### config.mk
export PLATFORM = sky130hd
export DESIGN_NAME = kiln_saw_station_sequencer_core
export DESIGN_NICKNAME = d
export VERILOG_FILES = /design/src/design/kssq_pkg.sv /design/src/design/kssq_cfg.sv /design/src/design/kssq_next.sv /design/src/design/kiln_saw_station_sequencer_core.sv
export VERILOG_INCLUDE_DIRS = /design/src /design/src/design
export SDC_FILE = /design/constraint.sdc
export NUM_CORES = 1
export LEC_CHECK = 0
export ABC_AREA = 1
export BUFFER_PORTS_ARGS = -buffer_cell sky130_fd_sc_hd__buf_4
export CAP_MARGIN = 40
export CORE_MARGIN = 2
export CORE_UTILIZATION = 40
export DETAILED_ROUTE_END_ITERATION = 10
export PLACE_DENSITY = 0.67
export SLEW_MARGIN = 20
export SYNTH_ARGS = -nofsm -noshare
export SYNTH_HDL_FRONTEND = slang
export SYNTH_HIERARCHICAL = 1
export SYNTH_SLANG_ARGS = --single-unit
export TNS_END_PERCENT = 1
### constraint.sdc
create_clock -name clk -period 4 [get_ports clk]
set_input_delay 0.4 -clock clk [delete_from_list [all_inputs] [get_ports clk]]
set_output_delay 0.4 -clock clk [all_outputs]
set_load 0.01 [all_outputs]
### src/design/assert_macros.svh
// Assertion macros used by the sequencer RTL
`ifndef ASSERT_MACROS_SVH
`define ASSERT_MACROS_SVH

// Same-cycle implication, sampled on clk, off while in reset
`define KSSQ_ASSERT_NOW(lbl, ante, cons, msg) \
  lbl: assert property (@(posedge clk) disable iff (!rst_n) (ante) |-> (cons)) else $error(msg);

// Next-cycle implication, sampled on clk, off while in reset
`define KSSQ_ASSERT_NEXT(lbl, ante, cons, msg) \
  lbl: assert property (@(posedge clk) disable iff (!rst_n) (ante) |=> (cons)) else $error(msg);

`endif

### src/design/kssq_pkg.sv
// Shared types, actuator bits, register indexes and step table of the station sequencer
package kssq_pkg;

  localparam int ActW   = 14;
  localparam int DwellW = 16;
  localparam int PhaseW = 3;
  localparam int CfgW   = 16;
  localparam int CfgAdW = 3;

  // Actuator mask bits
  localparam logic [ActW-1:0] A_CW      = 14'h0001;
  localparam logic [ActW-1:0] A_CCW     = 14'h0002;
  localparam logic [ActW-1:0] A_CONVEY  = 14'h0004;
  localparam logic [ActW-1:0] A_SAW     = 14'h0008;
  localparam logic [ActW-1:0] A_RETRACT = 14'h0010;
  localparam logic [ActW-1:0] A_EXTEND  = 14'h0020;
  localparam logic [ActW-1:0] A_TO_KILN = 14'h0040;
  localparam logic [ActW-1:0] A_TO_SAW  = 14'h0080;
  localparam logic [ActW-1:0] A_LAMP    = 14'h0100;
  localparam logic [ActW-1:0] A_COMPR   = 14'h0200;
  localparam logic [ActW-1:0] A_SUCTION = 14'h0400;
  localparam logic [ActW-1:0] A_LOWER   = 14'h0800;
  localparam logic [ActW-1:0] A_DOOR    = 14'h1000;
  localparam logic [ActW-1:0] A_EJECT   = 14'h2000;
  localparam logic [ActW-1:0] A_NONE    = 14'h0000;

  // Configuration register indexes
  localparam logic [CfgAdW-1:0] CFG_HEAT   = 3'd0;
  localparam logic [CfgAdW-1:0] CFG_SAW    = 3'd1;
  localparam logic [CfgAdW-1:0] CFG_EJECT  = 3'd2;
  localparam logic [CfgAdW-1:0] CFG_CONVEY = 3'd3;
  localparam logic [CfgAdW-1:0] CFG_SETTLE = 3'd4;

  // Register reset values in ticks
  localparam logic [CfgW-1:0] HEAT_RST   = 16'd3000;
  localparam logic [CfgW-1:0] SAW_RST    = 16'd5000;
  localparam logic [CfgW-1:0] EJECT_RST  = 16'd1000;
  localparam logic [CfgW-1:0] CONVEY_RST = 16'd3000;
  localparam logic [CfgW-1:0] SETTLE_RST = 16'd500;

  // Phase codes
  localparam logic [PhaseW-1:0] PH_HOME  = 3'd0;
  localparam logic [PhaseW-1:0] PH_WAIT  = 3'd1;
  localparam logic [PhaseW-1:0] PH_HEAT  = 3'd2;
  localparam logic [PhaseW-1:0] PH_XFER  = 3'd3;
  localparam logic [PhaseW-1:0] PH_CUT   = 3'd4;
  localparam logic [PhaseW-1:0] PH_CONV  = 3'd5;

  typedef enum logic [3:0] {
    S_HOME_OUT      = 4'd0,
    S_WAIT          = 4'd1,
    S_HEAT_IN       = 4'd2,
    S_HEAT_DWELL    = 4'd3,
    S_HEAT_OUT      = 4'd4,
    S_GRIP_KILN     = 4'd5,
    S_LOWER_DWELL   = 4'd6,
    S_SUCK_DWELL    = 4'd7,
    S_GRIP_SAW      = 4'd8,
    S_TURN_SUCTION  = 4'd9,
    S_RELEASE_DWELL = 4'd10,
    S_TURN_SAW      = 4'd11,
    S_SAW_DWELL     = 4'd12,
    S_TURN_CONV     = 4'd13,
    S_EJECT_DWELL   = 4'd14,
    S_CONVEY_DWELL  = 4'd15
  } step_t;

  // One tick's switch levels, oven_slide_in in bit 0
  typedef struct packed {
    logic table_at_conveyor;
    logic table_at_saw;
    logic table_at_suction;
    logic gripper_at_saw;
    logic gripper_at_kiln;
    logic kiln_barrier;
    logic oven_slide_out;
    logic oven_slide_in;
  } in_bits_t;

  typedef struct packed {
    step_t             step;
    logic [DwellW-1:0] dwell;
    logic [ActW-1:0]   act;
  } seq_state_t;

  typedef struct packed {
    logic [CfgW-1:0] heat_time;
    logic [CfgW-1:0] saw_time;
    logic [CfgW-1:0] eject_time;
    logic [CfgW-1:0] convey_time;
    logic [CfgW-1:0] settle_time;
  } cfg_t;

  // Clear the off bits, then set the on bits
  function automatic logic [ActW-1:0] set_bits(input logic [ActW-1:0] act,
                                               input logic [ActW-1:0] on,
                                               input logic [ActW-1:0] off);
    set_bits = (act & ~off) | on;
  endfunction

  function automatic logic [PhaseW-1:0] phase_of(input step_t s);
    case (s)
      S_HOME_OUT:                                   phase_of = PH_HOME;
      S_WAIT:                                       phase_of = PH_WAIT;
      S_HEAT_IN, S_HEAT_DWELL, S_HEAT_OUT:          phase_of = PH_HEAT;
      S_GRIP_KILN, S_LOWER_DWELL, S_SUCK_DWELL,
      S_GRIP_SAW, S_TURN_SUCTION, S_RELEASE_DWELL:  phase_of = PH_XFER;
      S_TURN_SAW, S_SAW_DWELL, S_TURN_CONV,
      S_EJECT_DWELL:                                phase_of = PH_CUT;
      S_CONVEY_DWELL:                               phase_of = PH_CONV;
      default:                                      phase_of = PH_HOME;
    endcase
  endfunction

endpackage

### src/design/kssq_cfg.sv
// Dwell duration registers with write port
module kssq_cfg
  import kssq_pkg::*;
(
  input  logic              clk,
  input  logic              rst_n,
  input  logic              cfg_we,
  input  logic [CfgAdW-1:0] cfg_addr,
  input  logic [CfgW-1:0]   cfg_wdata,
  output cfg_t              cfg
);

  cfg_t cfg_r;
  cfg_t cfg_nxt;

  // Decode the write; drop writes to unknown indexes
  always_comb begin
    cfg_nxt = cfg_r;
    if (cfg_we) begin
      case (cfg_addr)
        CFG_HEAT:   cfg_nxt.heat_time   = cfg_wdata;
        CFG_SAW:    cfg_nxt.saw_time    = cfg_wdata;
        CFG_EJECT:  cfg_nxt.eject_time  = cfg_wdata;
        CFG_CONVEY: cfg_nxt.convey_time = cfg_wdata;
        CFG_SETTLE: cfg_nxt.settle_time = cfg_wdata;
        default:    cfg_nxt = cfg_r;
      endcase
    end
  end

  always_ff @(posedge clk) begin
    if (!rst_n) begin
      cfg_r.heat_time   <= HEAT_RST;
      cfg_r.saw_time    <= SAW_RST;
      cfg_r.eject_time  <= EJECT_RST;
      cfg_r.convey_time <= CONVEY_RST;
      cfg_r.settle_time <= SETTLE_RST;
    end else begin
      cfg_r <= cfg_nxt;
    end
  end

  assign cfg = cfg_r;

endmodule

### src/design/kssq_next.sv
// Next-step logic: one tick of the station sequence
module kssq_next
  import kssq_pkg::*;
(
  input  seq_state_t cur,
  input  in_bits_t   sw,
  input  cfg_t       cfg,
  output seq_state_t nxt
);

  logic [CfgW-1:0]   dur;
  logic [DwellW:0]   dw_inc;
  logic              dw_done;
  logic [DwellW-1:0] dw_cnt;

  // Pick the duration of the current dwell
  always_comb begin
    case (cur.step)
      S_HEAT_DWELL:   dur = cfg.heat_time;
      S_SAW_DWELL:    dur = cfg.saw_time;
      S_EJECT_DWELL:  dur = cfg.eject_time;
      S_CONVEY_DWELL: dur = cfg.convey_time;
      default:        dur = cfg.settle_time;
    endcase
  end

  // Count the tick; the dwell ends once the count reaches the duration
  assign dw_inc  = {1'b0, cur.dwell} + {{DwellW{1'b0}}, 1'b1};
  assign dw_done = dw_inc >= {1'b0, dur};
  assign dw_cnt  = dw_done ? '0 : dw_inc[DwellW-1:0];

  // Advance the sequence
  always_comb begin
    nxt = cur;
    case (cur.step)
      S_HOME_OUT: begin
        if (sw.oven_slide_out) begin
          nxt.act  = set_bits(cur.act, A_NONE, A_EXTEND | A_DOOR);
          nxt.step = S_WAIT;
        end else begin
          nxt.act = set_bits(cur.act, A_EXTEND | A_DOOR, A_RETRACT);
        end
      end
      S_WAIT: begin
        if (!sw.kiln_barrier) begin
          nxt.act  = set_bits(cur.act, A_LAMP | A_DOOR, A_NONE);
          nxt.step = S_HEAT_IN;
        end
      end
      S_HEAT_IN: begin
        if (sw.oven_slide_in) begin
          nxt.act   = set_bits(cur.act, A_NONE, A_RETRACT | A_DOOR);
          nxt.dwell = '0;
          nxt.step  = S_HEAT_DWELL;
        end else begin
          nxt.act = set_bits(cur.act, A_RETRACT, A_EXTEND);
        end
      end
      S_HEAT_DWELL: begin
        nxt.dwell = dw_cnt;
        if (dw_done) begin
          nxt.act  = set_bits(cur.act, A_DOOR, A_NONE);
          nxt.step = S_HEAT_OUT;
        end
      end
      S_HEAT_OUT: begin
        if (sw.oven_slide_out) begin
          nxt.act  = set_bits(cur.act, A_NONE, A_EXTEND | A_LAMP | A_DOOR);
          nxt.step = S_GRIP_KILN;
        end else begin
          nxt.act = set_bits(cur.act, A_EXTEND, A_RETRACT);
        end
      end
      S_GRIP_KILN: begin
        if (sw.gripper_at_kiln) begin
          nxt.act   = set_bits(cur.act, A_LOWER, A_TO_KILN);
          nxt.dwell = '0;
          nxt.step  = S_LOWER_DWELL;
        end else begin
          nxt.act = set_bits(cur.act, A_TO_KILN, A_TO_SAW);
        end
      end
      S_LOWER_DWELL: begin
        nxt.dwell = dw_cnt;
        if (dw_done) begin
          nxt.act  = set_bits(cur.act, A_SUCTION, A_NONE);
          nxt.step = S_SUCK_DWELL;
        end
      end
      S_SUCK_DWELL: begin
        nxt.dwell = dw_cnt;
        if (dw_done) begin
          nxt.act  = set_bits(cur.act, A_NONE, A_LOWER);
          nxt.step = S_GRIP_SAW;
        end
      end
      S_GRIP_SAW: begin
        if (sw.gripper_at_saw) begin
          nxt.act  = set_bits(cur.act, A_NONE, A_TO_SAW);
          nxt.step = S_TURN_SUCTION;
        end else begin
          nxt.act = set_bits(cur.act, A_TO_SAW, A_TO_KILN);
        end
      end
      S_TURN_SUCTION: begin
        if (sw.table_at_suction) begin
          nxt.act   = set_bits(cur.act, A_NONE, A_CCW | A_SUCTION);
          nxt.dwell = '0;
          nxt.step  = S_RELEASE_DWELL;
        end else begin
          nxt.act = set_bits(cur.act, A_CCW, A_CW);
        end
      end
      S_RELEASE_DWELL: begin
        nxt.dwell = dw_cnt;
        if (dw_done) begin
          nxt.step = S_TURN_SAW;
        end
      end
      S_TURN_SAW: begin
        if (sw.table_at_saw) begin
          nxt.act   = set_bits(cur.act, A_SAW, A_CW);
          nxt.dwell = '0;
          nxt.step  = S_SAW_DWELL;
        end else begin
          nxt.act = set_bits(cur.act, A_CW, A_CCW);
        end
      end
      S_SAW_DWELL: begin
        nxt.dwell = dw_cnt;
        if (dw_done) begin
          nxt.act  = set_bits(cur.act, A_NONE, A_SAW);
          nxt.step = S_TURN_CONV;
        end
      end
      S_TURN_CONV: begin
        if (sw.table_at_conveyor) begin
          nxt.act   = set_bits(cur.act, A_EJECT, A_CW);
          nxt.dwell = '0;
          nxt.step  = S_EJECT_DWELL;
        end else begin
          nxt.act = set_bits(cur.act, A_CW, A_CCW);
        end
      end
      S_EJECT_DWELL: begin
        nxt.dwell = dw_cnt;
        if (dw_done) begin
          nxt.act  = set_bits(cur.act, A_CONVEY, A_EJECT);
          nxt.step = S_CONVEY_DWELL;
        end
      end
      S_CONVEY_DWELL: begin
        nxt.dwell = dw_cnt;
        if (dw_done) begin
          nxt.act  = set_bits(cur.act, A_NONE, A_CONVEY);
          nxt.step = S_HOME_OUT;
        end
      end
      default: begin
        nxt.step  = S_HOME_OUT;
        nxt.dwell = '0;
      end
    endcase
    // Compressor stays on
    nxt.act = nxt.act | A_COMPR;
  end

endmodule

### src/design/kiln_saw_station_sequencer_core.sv
// A tick word is held in the input register, then its result word in the result register.
// Throughput: one tick word per clock; the input register and the result register
// advance together whenever the result register is empty or being taken.
// Reset (rst_n low, synchronous): sequence back to the slide homing step, dwell
// count cleared, only the compressor driven, dwell durations to their defaults.
// Top level of the kiln and saw station sequencer
`include "assert_macros.svh"

module kiln_saw_station_sequencer_core
  import kssq_pkg::*;
(
  input  logic              clk,
  input  logic              rst_n,
  // in_tdata: oven_slide_in, oven_slide_out, kiln_barrier, gripper_at_kiln,
  //           gripper_at_saw, table_at_suction, table_at_saw, table_at_conveyor
  input  logic              in_tvalid,
  output logic              in_tready,
  input  logic [7:0]        in_tdata,
  // out_tdata: actuators [13:0], phase [16:14], zero [23:17]
  output logic              out_tvalid,
  input  logic              out_tready,
  output logic [23:0]       out_tdata,
  input  logic              cfg_we,
  input  logic [CfgAdW-1:0] cfg_addr,
  input  logic [CfgW-1:0]   cfg_wdata
);

  logic              s1_v_r;
  in_bits_t          s1_in_r;
  logic              out_v_r;
  logic [PhaseW-1:0] out_phase_r;
  seq_state_t        st_r;
  seq_state_t        st_nxt;
  cfg_t              cfg;
  logic              adv;
  logic              fire;
  logic              no_dwell;

  kssq_cfg u_cfg (
    .clk      (clk),
    .rst_n    (rst_n),
    .cfg_we   (cfg_we),
    .cfg_addr (cfg_addr),
    .cfg_wdata(cfg_wdata),
    .cfg      (cfg)
  );

  kssq_next u_next (
    .cur(st_r),
    .sw (s1_in_r),
    .cfg(cfg),
    .nxt(st_nxt)
  );

  // Result register frees when empty or taken; input register follows it
  assign adv       = !out_v_r || out_tready;
  assign fire      = s1_v_r && adv;
  assign in_tready = !s1_v_r || adv;

  // Input register
  always_ff @(posedge clk) begin
    if (!rst_n) begin
      s1_v_r <= 1'b0;
    end else if (in_tready) begin
      s1_v_r <= in_tvalid;
    end
    if (in_tvalid && in_tready) begin
      s1_in_r <= in_bits_t'(in_tdata);
    end
  end

  // Sequence state doubles as the result register
  always_ff @(posedge clk) begin
    if (!rst_n) begin
      out_v_r    <= 1'b0;
      st_r.step  <= S_HOME_OUT;
      st_r.dwell <= '0;
      st_r.act   <= A_COMPR;
    end else begin
      if (adv) begin
        out_v_r <= s1_v_r;
      end
      if (fire) begin
        st_r <= st_nxt;
      end
    end
    if (fire) begin
      out_phase_r <= phase_of(st_nxt.step);
    end
  end

  assign out_tvalid = out_v_r;
  assign out_tdata  = {7'd0, out_phase_r, st_r.act};

  // Steps that never count dwell ticks
  assign no_dwell = st_r.step inside {S_HOME_OUT, S_WAIT, S_HEAT_IN, S_HEAT_OUT, S_GRIP_KILN,
                                      S_GRIP_SAW, S_TURN_SUCTION, S_TURN_SAW, S_TURN_CONV};

  `KSSQ_ASSERT_NOW(a_compr_on, 1'b1, (st_r.act & A_COMPR) == A_COMPR, "compressor bit dropped")
  `KSSQ_ASSERT_NOW(a_dwell_idle, no_dwell, st_r.dwell == '0, "dwell count live outside a dwell")
  `KSSQ_ASSERT_NOW(a_phase_range, out_tvalid, out_tdata[16:14] <= PH_CONV, "phase out of range")
  `KSSQ_ASSERT_NEXT(a_fire_out, fire, out_tvalid, "computed word not presented")
  `KSSQ_ASSERT_NOW(a_stall_full, !in_tready, s1_v_r && out_v_r && !out_tready, "stall, pipe not full")

endmodule

; ---- Word-level counts from Yosys, hierarchy flattened
; Memories as Yosys holds them, arrays and structs flattened. A register that Yosys moved wholly into a read port is not among the register bits.
; Index checks and enable logic that the tools add are counted.
[op_classes]
n_lt_le_gt_ge = 1
reduce_logical = 39
eq_ne = 40
n_mul = 0
div = 0
bitwise = 15
shifts = 0
n_addsub = 1
muxes = 36
[op_table]
columns = cell, n
row1 = 14-bit case mux with 15 select lines, 1
row2 = 17-bit AND reduction, 6
row3 = 20-bit two-way mux, 5
row4 = 16-bit case mux with 6 select lines, 1
row5 = 16-bit AND reduction, 5
row6 = 13-bit two-way mux, 5
row7 = 16-bit case mux with 4 select lines, 1
row8 = 4-bit case mux with 16 select lines, 1
row9 = 4-bit two-way mux, 13
row10 = 4-bit == test (second input constant), 8
row11 = 2-bit != test (second input constant), 15
row12 = 15-bit AND reduction, 2
row13 = 14-bit two-way mux, 2
row14 = 12-bit two-way mux, 2
row15 = 11-bit two-way mux, 2
row16 = 16-bit by 1-bit adder with 17-bit output (second input constant), 1
row17 = 17-bit by 16-bit >= comparator with 1-bit output, 1
row18 = 4-bit by 3-bit == test with 1-bit output (second input constant), 4
row19 = 16-bit two-way mux, 1
row20 = 1-bit NOT, 15
row21 = 2-bit nonzero test, 7
row22 = 2-bit by 1-bit != test with 1-bit output (second input constant), 6
row23 = 2-bit AND reduction, 5
row24 = 4-bit by 2-bit == test with 1-bit output (second input constant), 2
row25 = other kinds (16), 21
[totals]
ff_bits = 123
input_bits = 32
memories = 1
latch_bits = 0
mem_bits_rw = 0
mem_bits_ro = 48
wordCells = 163
[memory_table]
columns = memory, words, width, rd, rd_ports_with_merged_regs, write_ports, line
row1 = (no name shown), 16, 3, 1, 1, 0, kssq_pkg.sv:102  ; case (s)

; ---- Longest topological paths before layout
; Gate-level depths: netlist of the first run.
[logic_depth]
depth_word = 5
mapped_depth = 26
depth_no_buf = 25

; ---- By module
; The synthesis of the first run kept the hierarchy.
[by_module_without_submodules]
columns = module, seq_area_each_um2, area_per_inst_um2, n_inst, cells_each
row1 = kssq_cfg, 1601.5, 3116.7, 1, 430
row2 = kiln_saw_station_sequencer_core, 1051.0, 2178.3, 1, 276
row3 = kssq_next, 0.0, 2112.0, 1, 435

; ---- Worst setup path before layout of the first run
; Ideal clock, no wire load.
[synth_timing]
path_kind = register -> register
start = reg st_r[30] (netlist name)
end = reg out_phase_r[1], data pin
path_buffers = 1
arrival_time_ns = 2.860
setup_ns = 0.257
path_slack_ns = 0.883
required_ns = 3.743
path_stages_with_launch = 22
path_cell_list = dfxtp_1 -> nand2_1 -> inv_1 -> nand2_1 -> clkinv_1 -> clkbuf_1 -> nand2_1 -> nand3_1 -> o22ai_1 -> ha_1 -> nand2_1 -> inv_1 -> a21oi_1 -> o21ai_1 -> a21oi_2 -> nand2_4 -> inv_1 -> nor2_1 -> o21ai_1 -> inv_1 -> a21oi_1 -> nor2_1
[synth_lines]
columns = item, line
row1 = start: declaration, kiln_saw_station_sequencer_core.sv:32  ; seq_state_t st_r;
row2 = start signal: assignment, kiln_saw_station_sequencer_core.sv:84  ; st_r <= st_nxt;
row3 = end: declaration, kiln_saw_station_sequencer_core.sv:31  ; logic [PhaseW-1:0] out_phase_r;

==> impl_results.md, run 1 <==
- Status: complete, but fails checks
- Failing checks: DRC
- Kind of critical path: flop to flop
- Lkg Pwr: approximately 3.9 nW
- Seq. cell area: between 0.002 and 0.003 mm²
- Slew margin rel.: 48.54%
- CTS tree: yes
- Setup TNS: 0 ns
- Crit path capture type: flop
- Hold Slack: roughly 0.16 ns
- Min-Delay Path Depth: 1
- DRT Wirelength: ~20 mm
- Area of the multi-input gates: ~0.0039 mm²
- Post-CTS Setup Repair Bufs: 0
- H-tree levels: 4
- Minimum clock period: approximately 3.6 ns
- Row count: between 40 and 50
- Max-slew violations: 0
- Syn avg cell area: between 6 and 7 µm²
- Worst Path Max Fanout: 32
- Reg2Reg Depth: 20
- Clk Tree Root Cell: clkbuf_16
- Power density cells: 417.9 mW/mm²
- Reg-to-Reg End: out_phase_r[1]$_DFFE_PP_
- Primary FF master, synth: dfxtp_1
- Remaining Overflow, GRT: 0
- Leading area contributor after synthesis: dfxtp_1
- Tcrit/Tclk final: roughly nine tenths
- TritonCTS Buffers: 17
- Register bit total from synthesis: 127
- Setup Skew: 0.01037 ns
- Largest cells by area after synthesis: dfxtp_1 (31%), nand2_1 (18%), nand3_1 (10%), nor2_1 (8.5%), inv_1 (4.7%)
- FMAX: around 280 MHz
- Cts hold-fix bufs: 0
- RD Place Congestion: between 0.9 and 1
- Synth Cell Area: about 0.0074 mm²
- Post-route ant nets: 0
- Crit start category: flop
- Starting Density: approximately 40%
- Worst r2r src: st_r[30]$_SDFFE_PN0P_
- Maxcap violations: 0
- Largest net degree at the start of global routing: 70
- HPWL Detailed: 13.43 mm
- Die Ht: 140.1 µm
- Initial antenna violation count: 0
- Vias per cell: a little over 5
- Dpl cell area: just under 0.008 mm²
- Die width: between 100 and 150 µm
- Synthesized instance count: about 1100
- Synth top area share: 31.35%
- Nets: about 1200
- Post-layout util: between 40% and 50%
- Overall Global Routing Usage: just over 20%
- Min-Delay Endpoint: s1_in_r[5]$_DFFE_PP_
- Worst-path clk slew: roughly 0.06 ns
- Design Area, Final: around 0.0084 mm²
- Share of cells above drive strength 1: between 10 and 15%
- # diodes: 0
- Worst slew pin tran: approximately 0.77 ns
- Vias in the first global route: around 6200
- Die area: 0.01962 mm²
- Reg2Reg Setup Slack: roughly 0.38 ns
- Core area: 0.01809 mm²
- CP required: ~4.2 ns
- Post-synth EDFFs: 11
- DRC: 5
- Clk Latency, worst-skew pair: between 0.4 and 0.5 ns
- # IOs: 58
- Data arrival, critical path: around 3.8 ns
- Register area share after synthesis: 35.81%
- Hold Path Class: primary input to flop
- Synth cell types: 40
- First-pass GRT wire length: between 30 and 40 mm
- Ys Warns: 6
- RSZ-0062 raised after global routing: no
- DR iter-0 viols: 620
- Routed wire per std cell: around 14 µm
- Setup violators final: 0
- Resize count post-CTS: 0
- Filler cells: approximately 1900
- # port buffers: 50
- Detailed Routing Iterations Pass 1: 8
- Clk sink count: around 130
- Area grow syn2layout: 12.97%
- Peak supply drop: roughly 300 µV
- Async SR Flop Fraction: 0%
- CTS max path bufs: 2
- Final Hold Vio Count: 0
- Vias: slightly above 7000
- Hold_sp: in_tdata[5]
## worst max path at each step
stage / from / end / slack (ns) / depth (start not counted)
floorplan: st_r[30]$_SDFFE_PN0P_ / out_phase_r[1]$_DFFE_PP_ / 0.88 / 21
global placement: st_r[30]$_SDFFE_PN0P_ / out_phase_r[1]$_DFFE_PP_ / 0.55 / 20
detailed placement: st_r[30]$_SDFFE_PN0P_ / out_phase_r[1]$_DFFE_PP_ / 0.44 / 20
CTS: st_r[30]$_SDFFE_PN0P_ / out_phase_r[1]$_DFFE_PP_ / 0.42 / 20
global route: st_r[30]$_SDFFE_PN0P_ / out_phase_r[1]$_DFFE_PP_ / 0.05 / 20
finish: st_r[30]$_SDFFE_PN0P_ / out_phase_r[1]$_DFFE_PP_ / 0.38 / 20
## cells by family after synthesis
group / after synthesis / share of synthesized area (%)
and+or+nand+nor: 704 / 40.30
buffers and inverters: 181 / 11.72
DFF: 127 / 35.81
AOI/OAI and AO/OA: 98 / 7.770
adders and majority gates: 17 / 2.872
xor gates and xnor gates: 12 / 1.419
other: 2 / 0.1014
## sequential cells by signal, indices dropped and copies added (netlist names)
register / cells
u_cfg/cfg: 80
st_r: 20
out_tdata: 14
s1_in_r: 8
out_phase_r: 3
out_tvalid: 1
s1_v_r: 1
## worst max-delay path, stage by stage (launching register included)
cell	delay, ns
dfxtp_1	0.42
nand2_1	0.17
inv_1	0.18
nand2_1	0.12
nand2_1	0.08
buf_4	0.30
nand2_1	0.09
o22ai_1	0.22
ha_1	0.29
nand2_1	0.07
nand2_1	0.04
a21oi_1	0.11
o21ai_1	0.09
a21oi_2	0.26
nand2_4	0.15
inv_1	0.10
nor2_1	0.04
o21ai_1	0.25
inv_1	0.11
a21oi_1	0.22
nor2_1	0.06
## power breakdown
part           internal, W  leakage [nW]  switching [W]
combinational     0.000180          2.50       0.000312
sequential         0.00135          1.05      0.0000504
clock              0.00101         0.295       0.000598
## Yosys cell counts, types with 3 or more instances
cell type,number
o22ai_1,17
buf_4,26
o21ai_1,12
nand3_1,149
nand3b_1,5
clkbuf_1,12
nor2_2,4
buf_6,8
inv_2,12
nand2_1,352
buf_2,25
o21ai_0,14
a21oi_1,36
nand2_4,3
inv_1,93
xor2_1,12
dfxtp_1,116
nand4_1,5
clkinv_1,4
a21oi_2,10
ha_1,17
nor2_1,168
edfxtp_1,11
nor2_4,7
nor3_1,4
## routing by layer
| metal | wire length [µm] | up-vias | GRT usage (%) |
|---|---|---|---|
| li1 | - | 3617 | - |
| met1 | 9507 | 3193 | 29.49 |
| met2 | 8758 | 206 | 31.35 |
| met3 | 1302 | 22 | 4.479 |
| met4 | 235 | 0 | 5.688 |
| met5 | 0 | - | 0 |
## cells in the final DEF (no fill, tap or decap), drive strengths merged, types with 6 or more instances in the layout
| master | netlist | layout |
|---|---|---|
| nand2 | 357 | 357 |
| a21oi | 46 | 46 |
| clkbuf | 12 | 22 |
| o22ai | 17 | 17 |
| o21ai | 26 | 26 |
| nor2 | 180 | 180 |
| buf | 60 | 61 |
| dfxtp | 116 | 116 |
| nand3 | 150 | 150 |
| conb | 2 | 8 |
| xor2 | 12 | 12 |
| edfxtp | 11 | 11 |
| ha | 17 | 17 |
| clkinv | 4 | 6 |
| inv | 105 | 108 |
## metrics by stage
step	setup slack, ns	power [W]	std cells
floorplan	0.8831	0.001788	1147
global placement	0.5496	0.001902	1362
detailed placement	0.4374	0.001911	1364
CTS	0.4172	0.003522	1396
global route	0.05172	0.003663	1397
finish	0.3798	0.003497	1397
## cell type report
class,instances,area share [%]
Inverter,109,4.889
Timing Repair Buffer,61,5.861
Clock inverter,10,1.480
Tap cell,229,3.424
Clock buffer,22,5.921
Sequential cell,127,31.71
Multi-Input combinational cell,839,46.71
No activity file was read; power rests on OpenSTA's default activity.
==> run 2: changes to the inputs <==
--- a/config.mk
+++ b/config.mk
@@ -11,6 +11,7 @@
 export CAP_MARGIN = 40
 export CORE_MARGIN = 2
 export CORE_UTILIZATION = 40
+export CTS_BUF_LIST = sky130_fd_sc_hd__clkbuf_8
 export DETAILED_ROUTE_END_ITERATION = 10
 export PLACE_DENSITY = 0.67
 export SLEW_MARGIN = 20
==> impl_results.md, run 2 (synthesized netlist as in run 1, its figures left out) <==
- Vias: 6982
- Slew margin rel.: between 40 and 50%
- Overall Global Routing Usage: 20.52%
- Remaining Overflow, GRT: 0
- FMAX: approximately 280 MHz
- Peak supply drop: 194.3 µV
- Post-CTS Setup Repair Bufs: 0
- Share of cells above drive strength 1: a little under an eighth
- Area grow syn2layout: 10.46%
- Crit-path leading delay family: compound AO/OA/AOI/OAI gates
- Clock share of power: between 30 and 40%
- DR iter-0 viols: approximately 630
- Final Hold Vio Count: 0
- HPWL Detailed: 13.43 mm
- Maxcap violations: 0
- Vias in the first global route: 6212
- CP required: between 4 and 5 ns
- RSZ-0062 raised after global routing: no
- Cell breakdown of the critical path: nand2_1 -> inv_1 -> nand2_1 -> nand2_1 -> buf_4 -> nand2_1 -> o22ai_1 -> ha_1 -> nand2_1 -> nand2_1 -> a21oi_1 -> o21ai_1 -> a21oi_2 -> nand2_4 -> inv_1 -> nor2_1 -> o21ai_1 -> inv_1 -> a21oi_1 -> nor2_1
- Worst slew pin tran: approximately 0.76 ns
- Hold Slack: 0.1335 ns
- Worst Path Max Fanout: 32
- Row count: just under 50
- Initial antenna violation count: 0
- Setup violators final: 0
- CP most frequent cell: nand2_1
- Detailed Routing Iterations Pass 1: 8
- Commonest non-fill, non-tap cells in the layout: nand2_1 (352), nor2_1 (168), nand3_1 (149)
- Core area: 0.01809 mm²
- Max-slew violations: 0
- Area of the multi-input gates: 0.003909 mm²
- Kind of critical path: flop to flop
- Setup TNS: 0 ns
- Largest net degree at the start of global routing: 70
- Minimum clock period: between 3 and 4 ns
- Post-layout util: 45.24%
- # IOs: 58
- Filler cells: 1886
- Vias per cell: ~5
- Die area: 0.01962 mm²
- Crit path capture type: flop
- Max reg flops: 80
- Tcrit/Tclk final: roughly nine tenths
- Nets: roughly 1200
- Internal Power: about 0.0022 W
- CTS max path bufs: 2
- Routed wire per std cell: between 10 and 15 µm
- H-tree levels: 4
- TritonCTS Buffers: 17
- # diodes: 0
- Lkg Pwr: 3.770 nW
- Net Sw Frac: about 29%
- Sequential power share: a little under half
- Starting Density: just over 40%
- Combinational Power Share: between 15 and 20%
- Crit-path max cell delay: approximately 0.43 ns
- Setup Skew: roughly 0.014 ns
- Data arrival, critical path: ~3.8 ns
- Resize count post-CTS: 0
- Seq. cell area: 0.002654 mm²
- Slowest-stage cell, CP: dfxtp_1
- Clk sink count: 127
- Cts hold-fix bufs: 0
- DRC: 5
- First-pass GRT wire length: between 30 and 40 mm
- Commonest non-fill, non-tap cell in the layout: nand2_1
- CTS tree: yes
- Power density cells: ~380 mW/mm²
- DRT Wirelength: between 15 and 20 mm
- Die Ht: 140.1 µm
- Worst-path clk slew: 0.08 ns
- Post-route ant nets: 0
- Worst Path Buf+Inv: 4
- Status: complete, but fails checks
- Failing checks: DRC
- Crit start category: flop
- RD Place Congestion: ~0.95
- # port buffers: 50
- Clk Tree Root Cell: clkbuf_8
- Die width: 140.1 µm
- Clk Latency, worst-skew pair: 0.45 ns
- Hold Path Class: primary input to flop
- Switching power of the nets: roughly 0.0009 W
==> run 2: per-stage QoR <==
stage	worst slack (ns)	area, µm²	instances	total power, W
2_1_floorplan	0.8831	7430	1147	0.001788
3_3_place_gp	0.5496	7694	1362	0.001902
3_5_place_dp	0.4374	7741	1364	0.001911
4_1_cts	0.4168	8174	1396	0.003128
5_1_grt	0.05113	8182	1397	0.003263
6_report	0.3655	8182	1397	0.003096
==> run 2: area by class of cell <==
type / instances / share of cell area [%]
inverter: 109 / 5.001
sequential: 127 / 32.44
clock inverter: 12 / 1.927
timing repair buffer: 61 / 5.995
tap: 229 / 3.502
multi-input combinational: 839 / 47.77
clock buffer: 20 / 3.364
==> run 2: final timing paths <==
path	startpoint	to	slack (ns)	depth (start not counted)
worst max register to register	st_r[30]$_SDFFE_PN0P_	out_phase_r[1]$_DFFE_PP_	0.37	20
worst max-delay path	st_r[30]$_SDFFE_PN0P_	out_phase_r[1]$_DFFE_PP_	0.37	20
worst min-delay path	in_tdata[6]	s1_in_r[6]$_DFFE_PP_	0.13	1
worst min register to register	u_cfg/cfg[27]$_SDFFE_PN1P_	u_cfg/cfg[27]$_SDFFE_PN1P_	0.47	2
==> run 2: layer usage <==
metal | vias up | share of wire (%) | global-route usage (%)
met1 | 3164 | 49 | 29.65
met3 | 18 | 5.3 | 3.966
met5 | - | 0 | 0
li1 | 3617 | - | -
met4 | 0 | 1.2 | 5.316
met2 | 183 | 44 | 31.48
==> run 2: power groups by stage <==
stage	clock [W]	sequential, W	combinational [W]
3_3_place_gp	0	0.00142	0.000478
6_report	0.00121	0.00140	0.000492
3_5_place_dp	0	0.00142	0.000487
4_1_cts	0.00124	0.00140	0.000489
2_1_floorplan	0	0.00141	0.000378
5_1_grt	0.00131	0.00140	0.000554
==> run 3: changes to the inputs <==
--- a/config.mk
+++ b/config.mk
@@ -7,6 +7,7 @@
 export NUM_CORES = 1
 export LEC_CHECK = 0
 export ABC_AREA = 1
+export ABC_CLOCK_PERIOD_IN_PS = 4000
 export BUFFER_PORTS_ARGS = -buffer_cell sky130_fd_sc_hd__buf_4
 export CAP_MARGIN = 40
 export CORE_MARGIN = 2
@@ -14,6 +15,7 @@
 export CTS_BUF_LIST = sky130_fd_sc_hd__clkbuf_8
 export DETAILED_ROUTE_END_ITERATION = 10
 export PLACE_DENSITY = 0.67
+export RECOVER_POWER = 25
 export SLEW_MARGIN = 20
 export SYNTH_ARGS = -nofsm -noshare
 export SYNTH_HDL_FRONTEND = slang
==> impl_results.md, run 3 (synthesized netlist as in run 1, its figures left out) <==
- Vias: 6954
- Minimum clock period: between 3 and 4 ns
- Detailed Routing Iterations Pass 1: 8
- Peak supply drop: a little under 200 µV
- Crit start category: flop
- Remaining Overflow, GRT: 0
- Fin worst setup slack: 0.3760 ns
- Crit-path leading delay family: compound AO/OA/AOI/OAI gates
- Kind of critical path: flop to flop
- Row count: 49
- Initial antenna violation count: 0
- Die width: 140.1 µm
- Clk Latency, worst-skew pair: around 0.45 ns
- Die area: between 0.015 and 0.02 mm²
- Clk Tree Root Cell: clkbuf_8
- Core area: between 0.015 and 0.02 mm²
- Routed wire per std cell: around 14 µm
- Failing checks: DRC, capacitance limit, slew limit
- Commonest non-fill, non-tap cell in the layout: nand2_1
- Power density cells: between 300 and 400 mW/mm²
- H-tree levels: 4
- # port buffers: 50
- Filler cells: ~1900
- Worst-path clk slew: 0.08 ns
- DR iter-0 viols: ~670
- Share of cells above drive strength 1: 11.04%
- Setup slack at placement: 0.4374 ns
- Final Hold Vio Count: 0
- Max reg flops: 80
- DRC: 5
- Maxcap violations: 3
- Setup TNS: 0 ns
- Nets: 1204
- FMAX: between 200 and 300 MHz
- Cell breakdown of the critical path: nand2_1 -> inv_1 -> nand2_1 -> nand2_1 -> buf_4 -> nand2_1 -> o22ai_1 -> ha_1 -> nand2_1 -> nand2_1 -> a21oi_1 -> o21ai_1 -> a21oi_2 -> nand2_4 -> inv_1 -> nor2_1 -> o21ai_1 -> inv_1 -> a21oi_1 -> nor2_1
- CTS tree: yes
- Worst r2r src: st_r[30]$_SDFFE_PN0P_
- Resize count post-CTS: 0
- HPWL Detailed: between 10 and 15 mm
- # IOs: just under 60
- TritonCTS Buffers: 17
- Commonest non-fill, non-tap cells in the layout: nand2_1 (352), nor2_1 (169), nand3_1 (149)
- Worst slew pin tran: roughly 2.0 ns
- Crit-path max cell delay: around 0.43 ns
- Tcrit/Tclk final: 90.60%
- RSZ-0062 raised after global routing: no
- Worst Path Max Fanout: 32
- Crit path capture type: flop
- Cts hold-fix bufs: 0
- Area of the multi-input gates: just under 0.004 mm²
- Hold Path Class: primary input to flop
- CP required: about 4.2 ns
- Overall Global Routing Usage: between 20% and 30%
- DRT Wirelength: between 15 and 20 mm
- Clk sink count: roughly 130
- Lkg Pwr: approximately 3.8 nW
- Starting Density: 40.95%
- Status: complete, but fails checks
- CP most frequent cell: nand2_1
- Hold Slack: about 0.16 ns
- Vias in the first global route: 6212
- Post-route ant nets: 0
- Max-slew violations: about 110
- Post-CTS Setup Repair Bufs: 0
- Seq. cell area: 0.002654 mm²
- CTS max path bufs: 2
- Slew margin rel.: -30.46%
- Slowest-stage cell, CP: dfxtp_1
- Die Ht: around 140 µm
- Largest net degree at the start of global routing: 70
- # diodes: 0
- First-pass GRT wire length: about 32 mm
- RD Place Congestion: approximately 0.95
- Data arrival, critical path: approximately 3.8 ns
- Setup Skew: between 0.015 and 0.02 ns
- Crit path launch: st_r[30]$_SDFFE_PN0P_
- Area grow syn2layout: 10.03%
- Vias per cell: 4.978
- Setup violators final: 0
- Worst Path Buf+Inv: 4
- Hold_sp: in_tdata[6]
[run 3: final cells by class]
class,count,area share (%)
multi-input cells,839,47.87
flip-flops and latches,127,32.56
repair buffers,61,5.726
inverters,109,5.020
well taps,229,3.516
clock buffers,20,3.377
clock inverters,12,1.934
[run 3: metrics by stage]
| stage | cells | total power [W] | utilization (%) | area (µm²) |
|---|---|---|---|---|
| 2_1_floorplan | 1147 | 0.001788 | - | 7430 |
| 6_report | 1397 | 0.003096 | 45.06 | 8150 |
| 4_1_cts | 1396 | 0.003128 | 45.20 | 8174 |
| 3_3_place_gp | 1362 | 0.001902 | 42.54 | 7694 |
| 3_5_place_dp | 1364 | 0.001911 | 42.80 | 7741 |
| 5_1_grt | 1397 | 0.003262 | 45.06 | 8150 |
[run 3: path summary, 6_finish.rpt]
check	endpoint	slack (ns)	cells after the start
max	out_phase_r[1]$_DFFE_PP_	0.38	20
min	s1_in_r[6]$_DFFE_PP_	0.16	1
max reg2reg	out_phase_r[1]$_DFFE_PP_	0.38	20
min reg2reg	u_cfg/cfg[20]$_SDFFE_PN1P_	0.47	2
[run 3: power breakdown]
group | switching, W | internal (W) | total [W] | leakage (nW)
Clock | 0.000539 | 0.000670 | 0.00121 | 0.214
Combinational | 0.000311 | 0.000180 | 0.000491 | 2.49
Sequential | 0.0000507 | 0.00134 | 0.00140 | 1.05
Total | 0.000901 | 0.00219 | 0.00310 | 3.75
[run 3: per-layer routing]
layer | track usage [%] | wire length (µm) | share of wire (%)
met1 | 29.65 | 9744 | 49
met4 | 5.316 | 241 | 1.2
met5 | 0 | 0 | 0
met2 | 31.48 | 8698 | 44
met3 | 3.966 | 1035 | 5.2
